### config.mk
export PLATFORM = sky130hd
export DESIGN_NAME = gf256_arith_unit
export DESIGN_NICKNAME = d
export VERILOG_FILES = /design/src/sv/gfa_pkg.sv /design/src/sv/gfa_cell.sv /design/src/sv/gf256_arith_unit.sv
export SDC_FILE = /design/constraint.sdc
export NUM_CORES = 1
export LEC_CHECK = 0
export BUFFER_PORTS_ARGS = -buffer_cell sky130_fd_sc_hd__buf_2
export CAP_MARGIN = 25
export CORE_MARGIN = 8
export CORE_UTILIZATION = 60
export DETAILED_ROUTE_END_ITERATION = 7
export PLACE_DENSITY = 0.83
export SETUP_SLACK_MARGIN = 0.1
export SLEW_MARGIN = 20
export SYNTH_ARGS = -nofsm -noshare
export SYNTH_HDL_FRONTEND = slang
export SYNTH_SLANG_ARGS = --single-unit
### constraint.sdc
create_clock -name clk -period 15 [get_ports clk]
set_clock_uncertainty 0.15 [all_clocks]
set_input_delay 0.75 -clock clk [delete_from_list [all_inputs] [get_ports clk]]
set_output_delay 0.75 -clock clk [all_outputs]
set_load 0.005 [all_outputs]
### src/sv/gfa_pkg.sv
// Package for the GF(2^8) arithmetic unit: operation codes, the word type
// that travels along the cell chain, and the field arithmetic functions.
// Depends on nothing.
package gfa_pkg;

  localparam int GF_W    = 8;
  localparam int OP_W    = 2;
  localparam int N_CELLS = 7;

  localparam logic [OP_W-1:0] OP_MUL = 2'd0;
  localparam logic [OP_W-1:0] OP_SQR = 2'd1;
  localparam logic [OP_W-1:0] OP_INV = 2'd2;

  localparam logic [GF_W-1:0] GF_ONE = 8'h01;

  // One word as it moves from cell to cell.
  typedef struct packed {
    logic            valid;
    logic [OP_W-1:0] op;
    logic [GF_W-1:0] a;
    logic [GF_W-1:0] b;
    logic [GF_W-1:0] acc;
  } gfa_word_t;

  // Reduce a 15-bit carry-less product modulo x^8+x^4+x^3+x^2+1 in two folds.
  function automatic logic [GF_W-1:0] gf_fold(input logic [14:0] v);
    logic [6:0]  hi1;
    logic [10:0] r1;
    logic [2:0]  hi2;
    logic [7:0]  r2;
    hi1 = v[14:8];
    r1  = {3'b0, v[7:0]} ^ {4'b0, hi1} ^ {2'b0, hi1, 2'b0} ^ {1'b0, hi1, 3'b0}
          ^ {hi1, 4'b0};
    hi2 = r1[10:8];
    r2  = r1[7:0] ^ {5'b0, hi2} ^ {3'b0, hi2, 2'b0} ^ {2'b0, hi2, 3'b0}
          ^ {1'b0, hi2, 4'b0};
    return r2;
  endfunction

  // Field multiply: carry-less product of independent partial products, then fold.
  function automatic logic [GF_W-1:0] gf_mul(input logic [GF_W-1:0] x,
                                             input logic [GF_W-1:0] y);
    logic [14:0] prod;
    prod = '0;
    for (int i = 0; i < GF_W; i++) begin
      if (y[i]) begin
        prod = prod ^ ({7'b0, x} << i);
      end
    end
    return gf_fold(prod);
  endfunction

  // Field square: bit i moves to bit 2i, then fold.
  function automatic logic [GF_W-1:0] gf_sq(input logic [GF_W-1:0] x);
    logic [14:0] spread;
    spread = '0;
    for (int i = 0; i < GF_W; i++) begin
      spread[2*i] = x[i];
    end
    return gf_fold(spread);
  endfunction

endpackage

### src/sv/gfa_cell.sv
// One cell of the GF(2^8) chain: registers one word and applies one step.
// Depends on gfa_pkg.
module gfa_cell #(
  parameter bit IS_FIRST = 1'b0,
  parameter bit IS_LAST  = 1'b0
) (
  input  logic              clk,
  input  logic              rst,
  input  logic              adv,
  input  gfa_pkg::gfa_word_t w_in,
  output gfa_pkg::gfa_word_t w_out
);
  import gfa_pkg::*;

  gfa_word_t              word;
  logic      [GF_W-1:0]   acc_next;

  // Inverse runs acc <- acc^2 * a in every cell but the last, which only
  // squares; multiply and square finish in the first cell and then ride along.
  always_comb begin
    unique case (w_in.op)
      OP_MUL: acc_next = IS_FIRST ? gf_mul(w_in.acc, w_in.b) : w_in.acc;
      OP_SQR: acc_next = IS_FIRST ? gf_sq(w_in.acc) : w_in.acc;
      OP_INV: acc_next = gf_mul(gf_sq(w_in.acc), IS_LAST ? GF_ONE : w_in.a);
      default: acc_next = '0;
    endcase
  end

  // The valid flag is cleared by reset; the payload needs no reset.
  always_ff @(posedge clk) begin
    if (rst) begin
      word.valid <= 1'b0;
    end else if (adv) begin
      word.valid <= w_in.valid;
      word.op    <= w_in.op;
      word.a     <= w_in.a;
      word.b     <= w_in.b;
      word.acc   <= acc_next;
    end
  end

  assign w_out = word;

endmodule

### src/sv/gf256_arith_unit.sv
// Top level of the GF(2^8) arithmetic unit (multiply, square, inverse).
// Depends on gfa_pkg and gfa_cell.
//
// The unit takes one word per cycle while the chain is not held and returns one
// result word for each, in order, once the word has passed all seven cells.
// Each cell holds one word and applies at most one field step (an inverse is
// a^254, built as six square-and-multiply steps and a final square). The whole
// chain moves together: while a finished result waits at the output, the chain
// holds and s_axis_tready is low; otherwise a new word is taken every cycle.
// The field polynomial is x^8+x^4+x^3+x^2+1, the inverse of zero is zero, and
// an unused operation code gives zero.
module gf256_arith_unit (
  input  logic        clk,
  input  logic        rst,
  input  logic        s_axis_tvalid,
  output logic        s_axis_tready,
  input  logic [15:0] s_axis_tdata,  // [7:0] operand_a, [15:8] operand_b
  input  logic [1:0]  s_axis_tuser,  // [1:0] req_type
  output logic        m_axis_tvalid,
  input  logic        m_axis_tready,
  output logic [7:0]  m_axis_tdata   // [7:0] product
);
  import gfa_pkg::*;

  gfa_word_t chain [N_CELLS+1];
  logic      adv;

  // The chain advances unless the output word is held by the consumer.
  assign adv = !chain[N_CELLS].valid || m_axis_tready;

  // Entry word: the accumulator starts at operand a.
  always_comb begin
    chain[0].valid = s_axis_tvalid;
    chain[0].op    = s_axis_tuser;
    chain[0].a     = s_axis_tdata[7:0];
    chain[0].b     = s_axis_tdata[15:8];
    chain[0].acc   = s_axis_tdata[7:0];
  end

  // Row of cells; the first and the last are set apart by their parameters.
  for (genvar i = 0; i < N_CELLS; i++) begin : g_cell
    gfa_cell #(
      .IS_FIRST(i == 0),
      .IS_LAST (i == N_CELLS - 1)
    ) u_cell (
      .clk  (clk),
      .rst  (rst),
      .adv  (adv),
      .w_in (chain[i]),
      .w_out(chain[i+1])
    );
  end

  assign s_axis_tready = adv;
  assign m_axis_tvalid = chain[N_CELLS].valid;
  assign m_axis_tdata  = chain[N_CELLS].acc;

endmodule

# Yosys cells after proc, flatten, opt, wreduce, memory -nomap -nowiden
# Index checks and enable logic that the tools add are counted.
# word_totals
ff_bits,115
latchBits,0
mem_bits_rw,0
rom_bits,0
in_bits,22
out_inout_bits,10
wordCells,345
n_memories,0
# op_classes
add_sub_neg,0
n_mul,0
div,0
magnitude_cmp,0
eq_ne,14
n_shift,0
muxes,120
n_bitwise,170
reduce_logical,16
# op_table
op,n
$mux 15,106
$xor 8x7->8,23
$xor 11x10->11,15
$xor 11x11->11,15
$xor 11x9->11,15
$xor 8x3->8,15
$xor 8x5->8,15
$xor 8x6->8,15
$xor 15x10->15,7
$xor 15x11->15,7
$xor 15x12->15,7
$xor 15x13->15,7
$xor 15x14->15,7
$xor 15x15->15,7
$xor 15x9->15,7
$pmux 8 s2,6
$mux 8,7
$xor 7x7->7,7
$pmux 8 s3,1
$eq 2x1->1 const B,7
$eq 2x2->1 const B,7
$logic_not 2->1,7
$reduce_or 2->1,6
$reduce_and 2->1,1
3 further kinds,3

# Logic depth before layout (Yosys ltp)
# Gate-level depths: netlist (run 1).
# logic_depth
depth_word,40
ltp_mapped,12
depth_no_buf,9

# By module
# A second synthesis (run 1) with hierarchy kept.
# unflattened
hier_cells,1913
area_unflattened_um2,17446.7
# modules_own_cells
mod,instances,cells_per_inst,area_each_um2,seq_area_each_um2
gfa_cell (g_cell[1].u_cell ...),4,275,2481.1,800.8
gfa_cell (g_cell[0].u_cell),1,472,3888.7,800.8
gfa_cell (g_cell[5].u_cell),1,282,2598.7,800.8
gfa_cell (g_cell[6].u_cell),1,58,1028.5,800.8
gf256_arith_unit,1,1,6.3,0.0

# Least setup slack after synthesis (run 1)
# No wires, ideal clock.
# synth_path
path_type,input to register
from,input port m_axis_tready
to,"register g_cell[0].u_cell.word (netlist bit g_cell[0].u_cell.w_out[0]), enable pin"
setup_ns,0.576
arrival_time_ns,5.463
required_time_ns,14.274
setup_slack_ns,8.811
stages,3
path_buffers,1
path_cell_list,nor2b_1 clkbuf_1 nor2_1
# synth_between
elab_chain_cells,2
# synth_lines
item,line_no,text
from (decl),gf256_arith_unit.sv:20,"input logic m_axis_tready,"
$logic_or 1x1->1,gf256_arith_unit.sv:29,assign adv = !chain[N_CELLS].valid || m_axis_tready;
$reduce_and 2->1 (no source line),--,
to (decl),gfa_cell.sv:15,gfa_word_t word;
# Every way passes these cells.
# A chain may end at the register's enable or synchronous reset.

# Final worst setup path (run 1)
# layout_path
from,input port s_axis_tdata[7]
to,"register g_cell[0].u_cell.word (netlist bit g_cell[0].u_cell.w_out[3]), data pin"
# layout_between
elab_chain_cells,37
word_cells_on_any_way,69
classes_between,mux (31); bitwise (38)
# layout_lines
item,line_no,text
from (decl),gf256_arith_unit.sv:17,"input logic [15:0] s_axis_tdata,"
$xor 11x10->11 / $xor 11x9->11 (equally long branches),gfa_pkg.sv:32,"r1 = {3'b0, v[7:0]} ^ {4'b0, hi1} ^ {2'b0, hi1, 2'b0} ^ {1'b0, hi1, 3'b0}"
$xor 11x11->11 / $xor 11x10->11 (equally long branches),"gfa_pkg.sv:33, gfa_pkg.sv:32",
$xor 8x5->8 / $xor 11x11->11 (equally long branches),"gfa_pkg.sv:35, gfa_pkg.sv:33",
$xor 8x6->8,gfa_pkg.sv:35,"r2 = r1[7:0] ^ {5'b0, hi2} ^ {3'b0, hi2, 2'b0} ^ {2'b0, hi2, 3'b0}"
$xor 8x7->8,gfa_pkg.sv:36,"^ {1'b0, hi2, 4'b0};"
$mux 8,gfa_pkg.sv:46,if (y[i]) begin
$mux 15,gfa_cell.sv:21,unique case (w_in.op)
$xor 15x9->15,gfa_pkg.sv:47,"prod = prod ^ ({7'b0, x} << i);"
[... 22 more ...],--,
$xor 11x10->11,gfa_pkg.sv:32,
$xor 11x11->11,gfa_pkg.sv:33,"^ {hi1, 4'b0};"
$xor 8x3->8,gfa_pkg.sv:35,
$xor 8x5->8,gfa_pkg.sv:35,
$xor 8x6->8,gfa_pkg.sv:35,
$xor 8x7->8,gfa_pkg.sv:36,
$pmux 8 s3 (*),gfa_cell.sv:21,
via g_cell[0].u_cell.acc_next[3],gfa_cell.sv:16,logic [GF_W-1:0] acc_next;
# Mark *: on every way through the listed nets, which the timed path passes. The rest lies on a longest branch. The select of a mux whose other input is x is not followed.

==> results of run 1 <==
==> stage by stage <==
step           util [%]  hold WS (ps)  instance area, sq um  std cells
4_1_cts           62.22         302.5                 15000       1995
5_1_grt           62.22         334.2                 15000       1995
6_report          62.22         301.0                 15000       1995
3_5_place_dp      59.89         295.2                 14440       1963
3_3_place_gp      59.89         288.0                 14440       1963
2_1_floorplan         -         270.6                 14560       1771
==> cell type report <==
type,count,area share (%)
Clock buffer,17,2.836
Inverter,42,1.051
Clock inverter,15,0.9010
Sequential cell,115,22.56
Timing Repair Buffer,33,1.135
Multi-Input combinational cell,1449,68.82
Tap cell,324,2.703
==> layout by cell type, fill, tap and decap left out, types with 6 or more instances in the layout <==
master	n
a211oi_1	12
a21o_1	6
a21oi_1	88
a22o_1	6
a22oi_1	13
a31oi_1	9
a32o_1	6
a32oi_1	11
and3_1	11
buf_2	31
clkbuf_16	17
dfxtp_1	7
edfxtp_1	108
inv_1	38
mux2_2	12
mux2i_1	23
nand2_1	369
nand2b_1	54
nand3_1	8
nand3b_1	16
nor2_1	54
nor2b_1	25
nor3_1	19
nor3b_1	15
o211ai_1	12
o21ai_0	81
o22ai_1	22
o2bb2ai_1	15
o31ai_1	20
o32ai_1	6
xnor2_1	306
xnor2_2	10
xnor3_1	46
xor2_1	92
==> critical path, cell delays in order <==
cell and delay [ps]:
buf_2 590, ha_1 490, xor2_1 770, xnor2_2 260, nand2_1 110, xnor2_1 450
xnor3_1 500, xor3_1 360, mux2i_1 130, o21ai_0 80
==> logic make-up (layout without fill, tap and decap cells) <==
logic type | after synthesis | after routing | synth area share, %
flip-flops | 115 | 115 | 23.23
buffers and inverters | 207 | 107 | 5.946
AND/OR/NAND/NOR | 596 | 596 | 18.60
XOR/XNOR | 463 | 463 | 33.66
AO/OA/AOI/OAI | 353 | 353 | 15.88
adder cells (fa/ha/maj) | 2 | 2 | 0.1718
multiplexers | 35 | 35 | 2.509
==> worst paths after layout <==
| kind | startpoint | endpoint | slack [ps] | cells after the start |
|---|---|---|---|---|
| min | g_cell[5].u_cell.w_out[26] | g_cell[5].u_cell.w_out[26] | 300 | 2 |
| min reg2reg | g_cell[5].u_cell.w_out[26] | g_cell[5].u_cell.w_out[26] | 300 | 2 |
| max | s_axis_tdata[7] | g_cell[0].u_cell.w_out[3] | 10500 | 10 |
| max reg2reg | g_cell[3].u_cell.w_out[6] | g_cell[4].u_cell.w_out[0] | 11120 | 8 |
==> metal layers <==
metal	routed length, um	up-vias	global-route usage (%)
met2	15830	450	36.62
li1	-	5804	-
met5	0	-	0
met4	541	0	6.897
met1	14410	5674	30.10
met3	2124	46	2.938
==> results.md, run 1 <==
* Status: complete, no violations
* Post-synthesis cell type count at 70
* Hold WC Path Type: reg2reg
* Hold Vio Cnt, Final at 0
* Hold Buf Count CTS at 0
* Yosys warns at 0
* DR DRC count at 0
* Post-synthesis sequential area ratio at about 23%
* Top FF cell, synth: edfxtp_1
* PostCTS Resize Cnt at 0
* Multi-input logic area at slightly above 10000 sq um
* Clock Sink Count at about 120
* WL final at around 33000 um
* Total gr overflow at 0
* Via count at 11970
* First-pass GRT wire length at roughly 54000 um
* Final Max Tran Viols at 0
* DR WL/cell at between 15 and 20 um
* Clock Pin Slew Worst Setup and Hold Paths at ~60 ps
* Synthesized area per cell at just over 8 sq um
* DRT antenna net count at 0
* Sequential Area at between 3000 and 4000 sq um
* Setup TNS after final layout at 0 ps
* Number of flops mapped to enable cells by yosys at 108
* Max Cap Violations at 0
* Nets@finish at around 1700
* Largest cells by area after synthesis: edfxtp_1 22%, xnor2_1 18%, nand2_1 9.5%
* Number of flip-flops in the largest register at 115
* Top-count cell post-synth: nand2_1
* Top post-synthesis cells by count: 369 x nand2_1, 306 x xnor2_1, 108 x edfxtp_1
* Required @ worst endpoint at around 15000 ps
* Setup violations, final at 0
* Vias in the first global route at between 10000 and 15000
* Area Growth Syn to Fin at 2.990%
* Layout cell share with drive strength beyond 1 at under 10%
* Dpl hpwl at around 22000 um
* Minimum clock period at between 4000 and 5000 ps
* Mapped Cells at 1771
* Endpoint class of the critical path: flop
* Critical Path AT at 4510 ps
* Tightest Pin Transition at between 900 and 1000 ps
* Number of diodes at 0
* Initial antenna violation count at 0
* Syn Nets at 1795
* # rows at between 50 and 60
* Gr usage total at between 20% and 30%
* DRT iter0 DRCs at between 1000 and 1500
* Share of the synthesized area in the top cell type at 22.27%
* Setup Crit Path Kind: in2reg
* Unrepaired setup endpoints after global routing: no
* Largest net degree at the start of global routing at between 80 and 90
* CTS buffer count at 17
* Initial Util at about three fifths
* Post-place setup slack at just over 10000 ps
* CP max FO at 38
* Clock root buffer: clkbuf_16
* Max transition margin at between 30% and 40%
* Clock buffer depth at 2
* CTS tree: yes
* Die area at 29510 sq um
* Port Buffers at 31
* Critical Path Start Type: input pin
* Pre-Repair DR Iteration Count at 6
* Post-synth ARST share at 0%
* F_max at between 0.2 and 0.25 GHz
* DIE WIDTH at 171.8 um
* Gpl congestion at approximately 0.9
* Die Span Y at 171.8 um
* Post-synth top area cell: edfxtp_1
* H-tree lvl count at 4
* Vias per inst at roughly 6
* Clock Latency Late Sink at 420 ps
* Netlist Area Pre-Place at roughly 15000 sq um
* # fillers at between 1500 and 2000
* I/O pin total at 32
* Core area at roughly 24000 sq um
* Final Worst Setup Slack at 10500 ps
* Final worst path period share at 30.01%
* #FFs+latches synth at between 100 and 150
* Setup Buffers After CTS at 0
Power of run 1 is left out: the tool's default activity adds up to more than one toggle a clock period on the data nets, which glitch-free logic cannot reach.
==> run 2: changes to the inputs <==
Settings changed: ABC_AREA set to 1.
Clock period 15 ns to 4.4 ns, I/O delays scaled along.
==> results.md, run 2 <==
* Number of flops mapped to enable cells by yosys at 108 (unchanged)
* Post-synthesis sequential area ratio at 23.19% (was 23.23%)
* Number of buffers and inverters on the critical path at 0 (was 1)
* Syn Nets at 2331 (was 1795)
* CTS tree: yes (unchanged)
* Top post-synthesis cells by count: 971 x nand2_1, 244 x inv_1, 226 x nand3_1 (was 369 x nand2_1, 306 x xnor2_1, 108 x edfxtp_1)
* Clock Latency Late Sink at 430 ps (was 420 ps)
* Setup TNS after final layout at 0 ps (unchanged)
* Max Cap Violations at 0 (unchanged)
* Gpl congestion at 0.9492 (was 0.9256)
* Top-count cell post-synth: nand2_1 (unchanged)
* Critical Path Start Type: flop (was input pin)
* Clock Sink Count at 115 (unchanged)
* Initial Util at 60.52% (was 60.41%)
* Setup violations, final at 0 (unchanged)
* I/O pin total at 32 (unchanged)
* Synthesized area per cell at 6.323 sq um (was 8.223 sq um)
* Largest net degree at the start of global routing at 39 (was 82)
* Final Max Tran Viols at 0 (unchanged)
* Pre-Repair DR Iteration Count at 8 (was 6)
* Total gr overflow at 0 (unchanged)
* Initial antenna violation count at 0 (unchanged)
* DRT antenna net count at 0 (unchanged)
* Die area at 29560 sq um (was 29510 sq um)
* H-tree lvl count at 4 (unchanged)
* # rows at 57 (unchanged)
* CP max-delay cell: xor2_1 (unchanged)
* Nets@finish at 2300 (was 1682)
* Critical Path AT at 3250 ps (was 4510 ps)
* Most frequent cells in the layout: 971 x nand2_1, 244 x inv_1, 226 x nand3_1 (was 369 x nand2_1, 306 x xnor2_1, 108 x edfxtp_1)
* Max transition margin at 39.89% (was 33.63%)
* Hold WC Path Type: in2reg (was reg2reg)
* Port Buffers at 31 (unchanged)
* PostCTS Resize Cnt at 0 (unchanged)
* Crit-path max cell delay at 700 ps (was 770 ps)
* Clock buffer depth at 2 (unchanged)
* WL final at 36830 um (was 32910 um)
* Final worst path period share at between 70% and 80%
* F_max at between 0.3 and 0.4 GHz
* Dpl hpwl at 27620 um (was 22280 um)
* Hold path cells at 4 (was 2)
* Layout cell share with drive strength beyond 1 at 6.903% (was 5.984%)
* Largest cells by area after synthesis: nand2_1 25%, edfxtp_1 22%, xor2_1 12% (was edfxtp_1 22%, xnor2_1 18%, nand2_1 9.5%)
* Post-synthesis cell type count at 43 (was 70)
* DR WL/cell at 14.09 um (was 16.49 um)
* DIE WIDTH at 171.9 um (was 171.8 um)
* Post-synth ARST share at 0% (unchanged)
* Crit-path most repeated cell: nand2_1
* Top FF cell, synth: edfxtp_1 (unchanged)
* Tightest Pin Transition at 899.5 ps (was 995.6 ps)
* Status: complete, no violations (unchanged)
* DR DRC count at 0 (unchanged)
* #FFs+latches synth at 115 (unchanged)
* Setup Crit Path Kind: reg2reg (was in2reg)
* Hold Buf Count CTS at 5 (was 0)
* Clock Pin Slew Worst Setup and Hold Paths at 60 ps (about the same)
* Vias in the first global route at 13000 (was 10920)
* Clock root buffer: clkbuf_16 (unchanged)
* Most common cell after layout, fill and taps aside: nand2_1 (unchanged)
* First-pass GRT wire length at 61320 um (was 54140 um)
* CTS buffer count at 17 (unchanged)
* Number of diodes at 0 (unchanged)
* Unrepaired setup endpoints after global routing: no (unchanged)
* Share of the synthesized area in the top cell type at 24.98% (was 22.27%)
* Netlist Area Pre-Place at 14590 sq um (was 14560 sq um)
* Vias per inst at 5.361 (was 6.002)
* Gr usage total at 25.27% (was 22.28%)
* Mapped Cells at 2307 (was 1771)
* Area Growth Syn to Fin at 5.120% (was 2.990%)
* CP max FO at 12 (was 38)
* Stages on worst setup path at 11 (was 10)
* Post-synth top area cell: nand2_1 (was edfxtp_1)
* DRT iter0 DRCs at 1197 (was 1254)
* Top delay family on crit path: XOR/XNOR gates (unchanged)
* Critical path, cell by cell: xnor2_1, xor2_1, nand3_1, nand2_1, nand2_1, nand2_2, xor2_1, xor2_1, nand2_1, nand3_1, nand2_1 (was buf_2, ha_1, xor2_1, xnor2_2, nand2_1, xnor2_1, xnor3_1, xor3_1, mux2i_1, o21ai_0)
* Core area at 24110 sq um (unchanged)
* Minimum clock period at approximately 3200 ps
* R2R cell count at 11 (was 8)
* Via count at 14010 (was 11970)
* Setup Buffers After CTS at 0 (unchanged)
* Yosys warns at 0 (unchanged)
* Hold Vio Cnt, Final at 0 (unchanged)
* Required @ worst endpoint at 4430 ps (was 15010 ps)
* Die Span Y at 171.9 um (was 171.8 um)
* Number of flip-flops in the largest register at 115 (unchanged)
* Endpoint class of the critical path: flop (unchanged)
## run 2: layer usage
| layer | GRT usage (%) | vias to the layer above | wire (um) |
|---|---|---|---|
| met4 | 10.68 | 0 | 1277 |
| met2 | 44.49 | 522 | 17990 |
| li1 | - | 7052 | - |
| met1 | 30.59 | 6327 | 15350 |
| met3 | 3.333 | 106 | 2212 |
| met5 | 0 | - | 0 |
## run 2: logic make-up (layout without fill, tap and decap cells)
| kind of cell | Yosys count | after routing | synth area share [%] |
|---|---|---|---|
| DFF | 115 | 115 | 23.19 |
| adders and majority gates | 2 | 2 | 0.1715 |
| AOI/OAI and AO/OA | 85 | 85 | 3.439 |
| xor gates and xnor gates | 358 | 358 | 23.04 |
| and+or+nand+nor | 1393 | 1393 | 39.90 |
| buffers and inverters | 354 | 336 | 10.26 |
## run 2: path summary, 6_finish.rpt
check | startpoint | endpoint | slack, ps
worst min register to register | g_cell[2].u_cell.w_out[25] | g_cell[3].u_cell.w_out[25] | 300
worst max register to register | g_cell[4].u_cell.w_out[7] | g_cell[5].u_cell.w_out[3] | 1190
worst max-delay path | g_cell[4].u_cell.w_out[7] | g_cell[5].u_cell.w_out[3] | 1190
worst min-delay path | m_axis_tready | g_cell[3].u_cell.w_out[26] | 50
## run 2: per-stage QoR
stage / utilization [%] / area (sq um) / std cells / hold WS [ps] / setup slack [ps]
final: 63.61 / 15330 / 2613 / 46.42 / 1187
after global routing: 63.61 / 15330 / 2613 / 58.31 / 950.2
after CTS: 63.61 / 15330 / 2613 / 36.85 / 1279
after detailed placement: 60.88 / 14680 / 2576 / 291.7 / 1260
after global placement: 60.88 / 14680 / 2576 / 286.7 / 1362
after floorplan: - / 14590 / 2307 / 168.9 / 540.3
## run 2: worst min-delay path, cell delays in order
cell     delay [ps]
buf_2            70
nor2_1          130
nand2_1          90
a21oi_1          50
## run 2: final cells by class
cell class / count / area [sq um]
well taps: 324 / 405.4
clock buffers: 17 / 425.4
repair buffers: 39 / 227.7
multi-input cells: 1838 / 9716
clock inverters: 15 / 182.7
flip-flops and latches: 115 / 3383
fillers: 2160 / 8771
inverters: 265 / 994.7
Power of run 2 is left out for the same reason.
==> run 3: changes to the inputs <==
Settings changed: ABC_AREA 1 to 0.
Clock period 4.4 ns to 3.2 ns, I/O delays scaled along.
==> results.md, run 3 (synthesized netlist as in run 1, its figures left out) <==
* Largest net degree at the start of global routing at 109 (was 39)
* Port Buffers at 31 (unchanged)
* Critical path, cell by cell: buf_4, xnor2_1, xnor2_1, nand2_1, xnor2_1, xnor3_1, xnor2_2, nor3_1, a221o_1 (was xnor2_1, xor2_1, nand3_1, nand2_1, nand2_1, nand2_2, xor2_1, xor2_1, nand2_1, nand3_1, nand2_1)
* Unrepaired setup endpoints after global routing: no (unchanged)
* Core area at 24110 sq um (unchanged)
* Via count at 12930 (was 14010)
* Vias per inst at 6.060 (was 5.361)
* H-tree lvl count at 4 (unchanged)
* Number of buffers and inverters on the critical path at 1 (was 0)
* CTS tree: yes (unchanged)
* Die Span Y at 171.8 um (was 171.9 um)
* # rows at 57 (unchanged)
* Critical Path Start Type: flop (unchanged)
* Most frequent cells in the layout: 369 x nand2_1, 295 x xnor2_1, 129 x buf_4 (was 971 x nand2_1, 244 x inv_1, 226 x nand3_1)
* Most common cell after layout, fill and taps aside: nand2_1 (unchanged)
* F_max at 0.3215 GHz (was 0.3112 GHz)
* I/O pin total at 32 (unchanged)
* CP Launch Point: g_cell[3].u_cell.w_out[5] (was g_cell[4].u_cell.w_out[7])
* DIE WIDTH at 171.8 um (was 171.9 um)
* Top delay family on crit path: XOR/XNOR gates (unchanged)
* Post-layout util at 67.28% (was 63.61%)
* Setup TNS after final layout at 0 ps (unchanged)
* Reg2reg start: g_cell[3].u_cell.w_out[5] (was g_cell[4].u_cell.w_out[7])
* WL final at 37670 um (was 36830 um)
* Crit-path most repeated cell: xnor2_1 (was nand2_1)
* Minimum clock period at 3110 ps (was 3213 ps)
* DRT antenna net count at 0 (unchanged)
* DRT iter0 DRCs at 1214 (was 1197)
* First-pass GRT wire length at 60000 um (was 61320 um)
* Critical Path AT at 3150 ps (was 3250 ps)
* Endpoint class of the critical path: flop (unchanged)
* Status: complete, no violations (unchanged)
* Layout cell share with drive strength beyond 1 at 13.93% (was 6.903%)
* Tightest Pin Transition at 914.8 ps (was 899.5 ps)
* Dpl hpwl at 25490 um (was 27620 um)
* Initial antenna violation count at 0 (unchanged)
* Crit-path max cell delay at 470 ps (was 700 ps)
* Vias in the first global route at 12210 (was 13000)
* CTS buffer count at 17 (unchanged)
* Clock Sink Count at 115 (unchanged)
* Max transition margin at 38.89% (was 39.89%)
* Gr usage total at 25.08% (was 25.27%)
* Max Cap Violations at 0 (unchanged)
* Worst Hold Slack at 49.68 ps (was 46.42 ps)
* Clock root buffer: clkbuf_16 (unchanged)
* Hold Vio Cnt, Final at 0 (unchanged)
* Setup Crit Path Kind: reg2reg (unchanged)
* Hold WC Path Type: in2reg (unchanged)
* Clock Latency Late Sink at 440 ps (was 430 ps)
* Total gr overflow at 0 (unchanged)
* Final Max Tran Viols at 0 (unchanged)
* Clock buffer depth at 2 (unchanged)
* Initial Util at 60.41% (was 60.52%)
* Die area at 29510 sq um (was 29560 sq um)
* Pre-Repair DR Iteration Count at 6 (was 8)
* Number of flip-flops in the largest register at 115 (unchanged)
* Nets@finish at 1820 (was 2300)
* Required @ worst endpoint at 3240 ps (was 4430 ps)
* DR WL/cell at 17.66 um (was 14.09 um)
* Final worst path period share at 97.19% (was 73.03%)
* CP max-delay cell: edfxtp_1 (was xor2_1)
* Area Growth Syn to Fin at 11.37% (was 5.120%)
* Clock Pin Slew Worst Setup and Hold Paths at 60 ps (about the same)
* Gpl congestion at 0.9228 (was 0.9492)
* DR DRC count at 0 (unchanged)
* CP max FO at 4 (was 12)
* Hold Startpoint: m_axis_tready (unchanged)
* Number of diodes at 0 (unchanged)
* Setup violations, final at 0 (unchanged)
## run 3: changes by cell type in the layout (fill, tap and decap cells not counted), moves of 51 or more
cell / change
a21oi_1: +74
buf_4: +126
inv_1: -207
nand2_1: -602
nand2b_1: +51
nand3_1: -218
o21ai_0: +56
xnor2_1: +164
xor2_1: -113
## run 3: what timing repair did
action	4_1_cts	5_1_grt
setup buffers	4	21
endpoints found under the setup margin	6	20
gates resized for setup	4	16
hold endpoints to repair	9	0
pin swaps	1	5
hold buffers	5	0
## run 3: routing by layer
| layer | up-vias | global-route usage (%) | part of all wire (%) | routed length [um] |
|---|---|---|---|---|
| li1 | 6087 | - | - | - |
| met1 | 6131 | 31.05 | 40 | 15150 |
| met2 | 603 | 42.86 | 49 | 18480 |
| met3 | 105 | 3.902 | 7.6 | 2846 |
| met4 | 0 | 10.76 | 3.2 | 1190 |
| met5 | - | 0 | 0 | 0 |
## run 3: worst register-to-register path, stage by stage, from the launching register on
cell	delay (ps)
edfxtp_1	470
buf_4	190
xnor2_1	250
xnor2_1	230
nand2_1	120
xnor2_1	340
xnor3_1	460
xnor2_2	290
nor3_1	90
a221o_1	260
## run 3: path summary, 6_finish.rpt
path                                                   end  slack [ps]  cells after the start
worst min register to register  g_cell[5].u_cell.w_out[26]         300                      2
worst max-delay path             g_cell[4].u_cell.w_out[0]          90                      9
worst min-delay path            g_cell[1].u_cell.w_out[26]          50                      4
worst max register to register   g_cell[4].u_cell.w_out[0]          90                      9
## run 3: through the flow
step / setup WS, ps / instance area (sq um) / cells
6_report: 89.85 / 16220 / 2133
5_1_grt: 31.66 / 16220 / 2133
3_3_place_gp: 191.4 / 15290 / 2071
2_1_floorplan: 172.8 / 14570 / 1771
4_1_cts: 136.5 / 15960 / 2112
3_5_place_dp: 92.48 / 15290 / 2071
## run 3: final cells by class
class	count	area, sq um
Clock inverter	14	120.1
Timing Repair Buffer	171	1264
Inverter	42	157.7
Tap cell	324	405.4
Fill cell	1803	7888
Sequential cell	115	3383
Clock buffer	18	429.2
Multi-Input combinational cell	1449	10460
Power of run 3 is left out for the same reason.
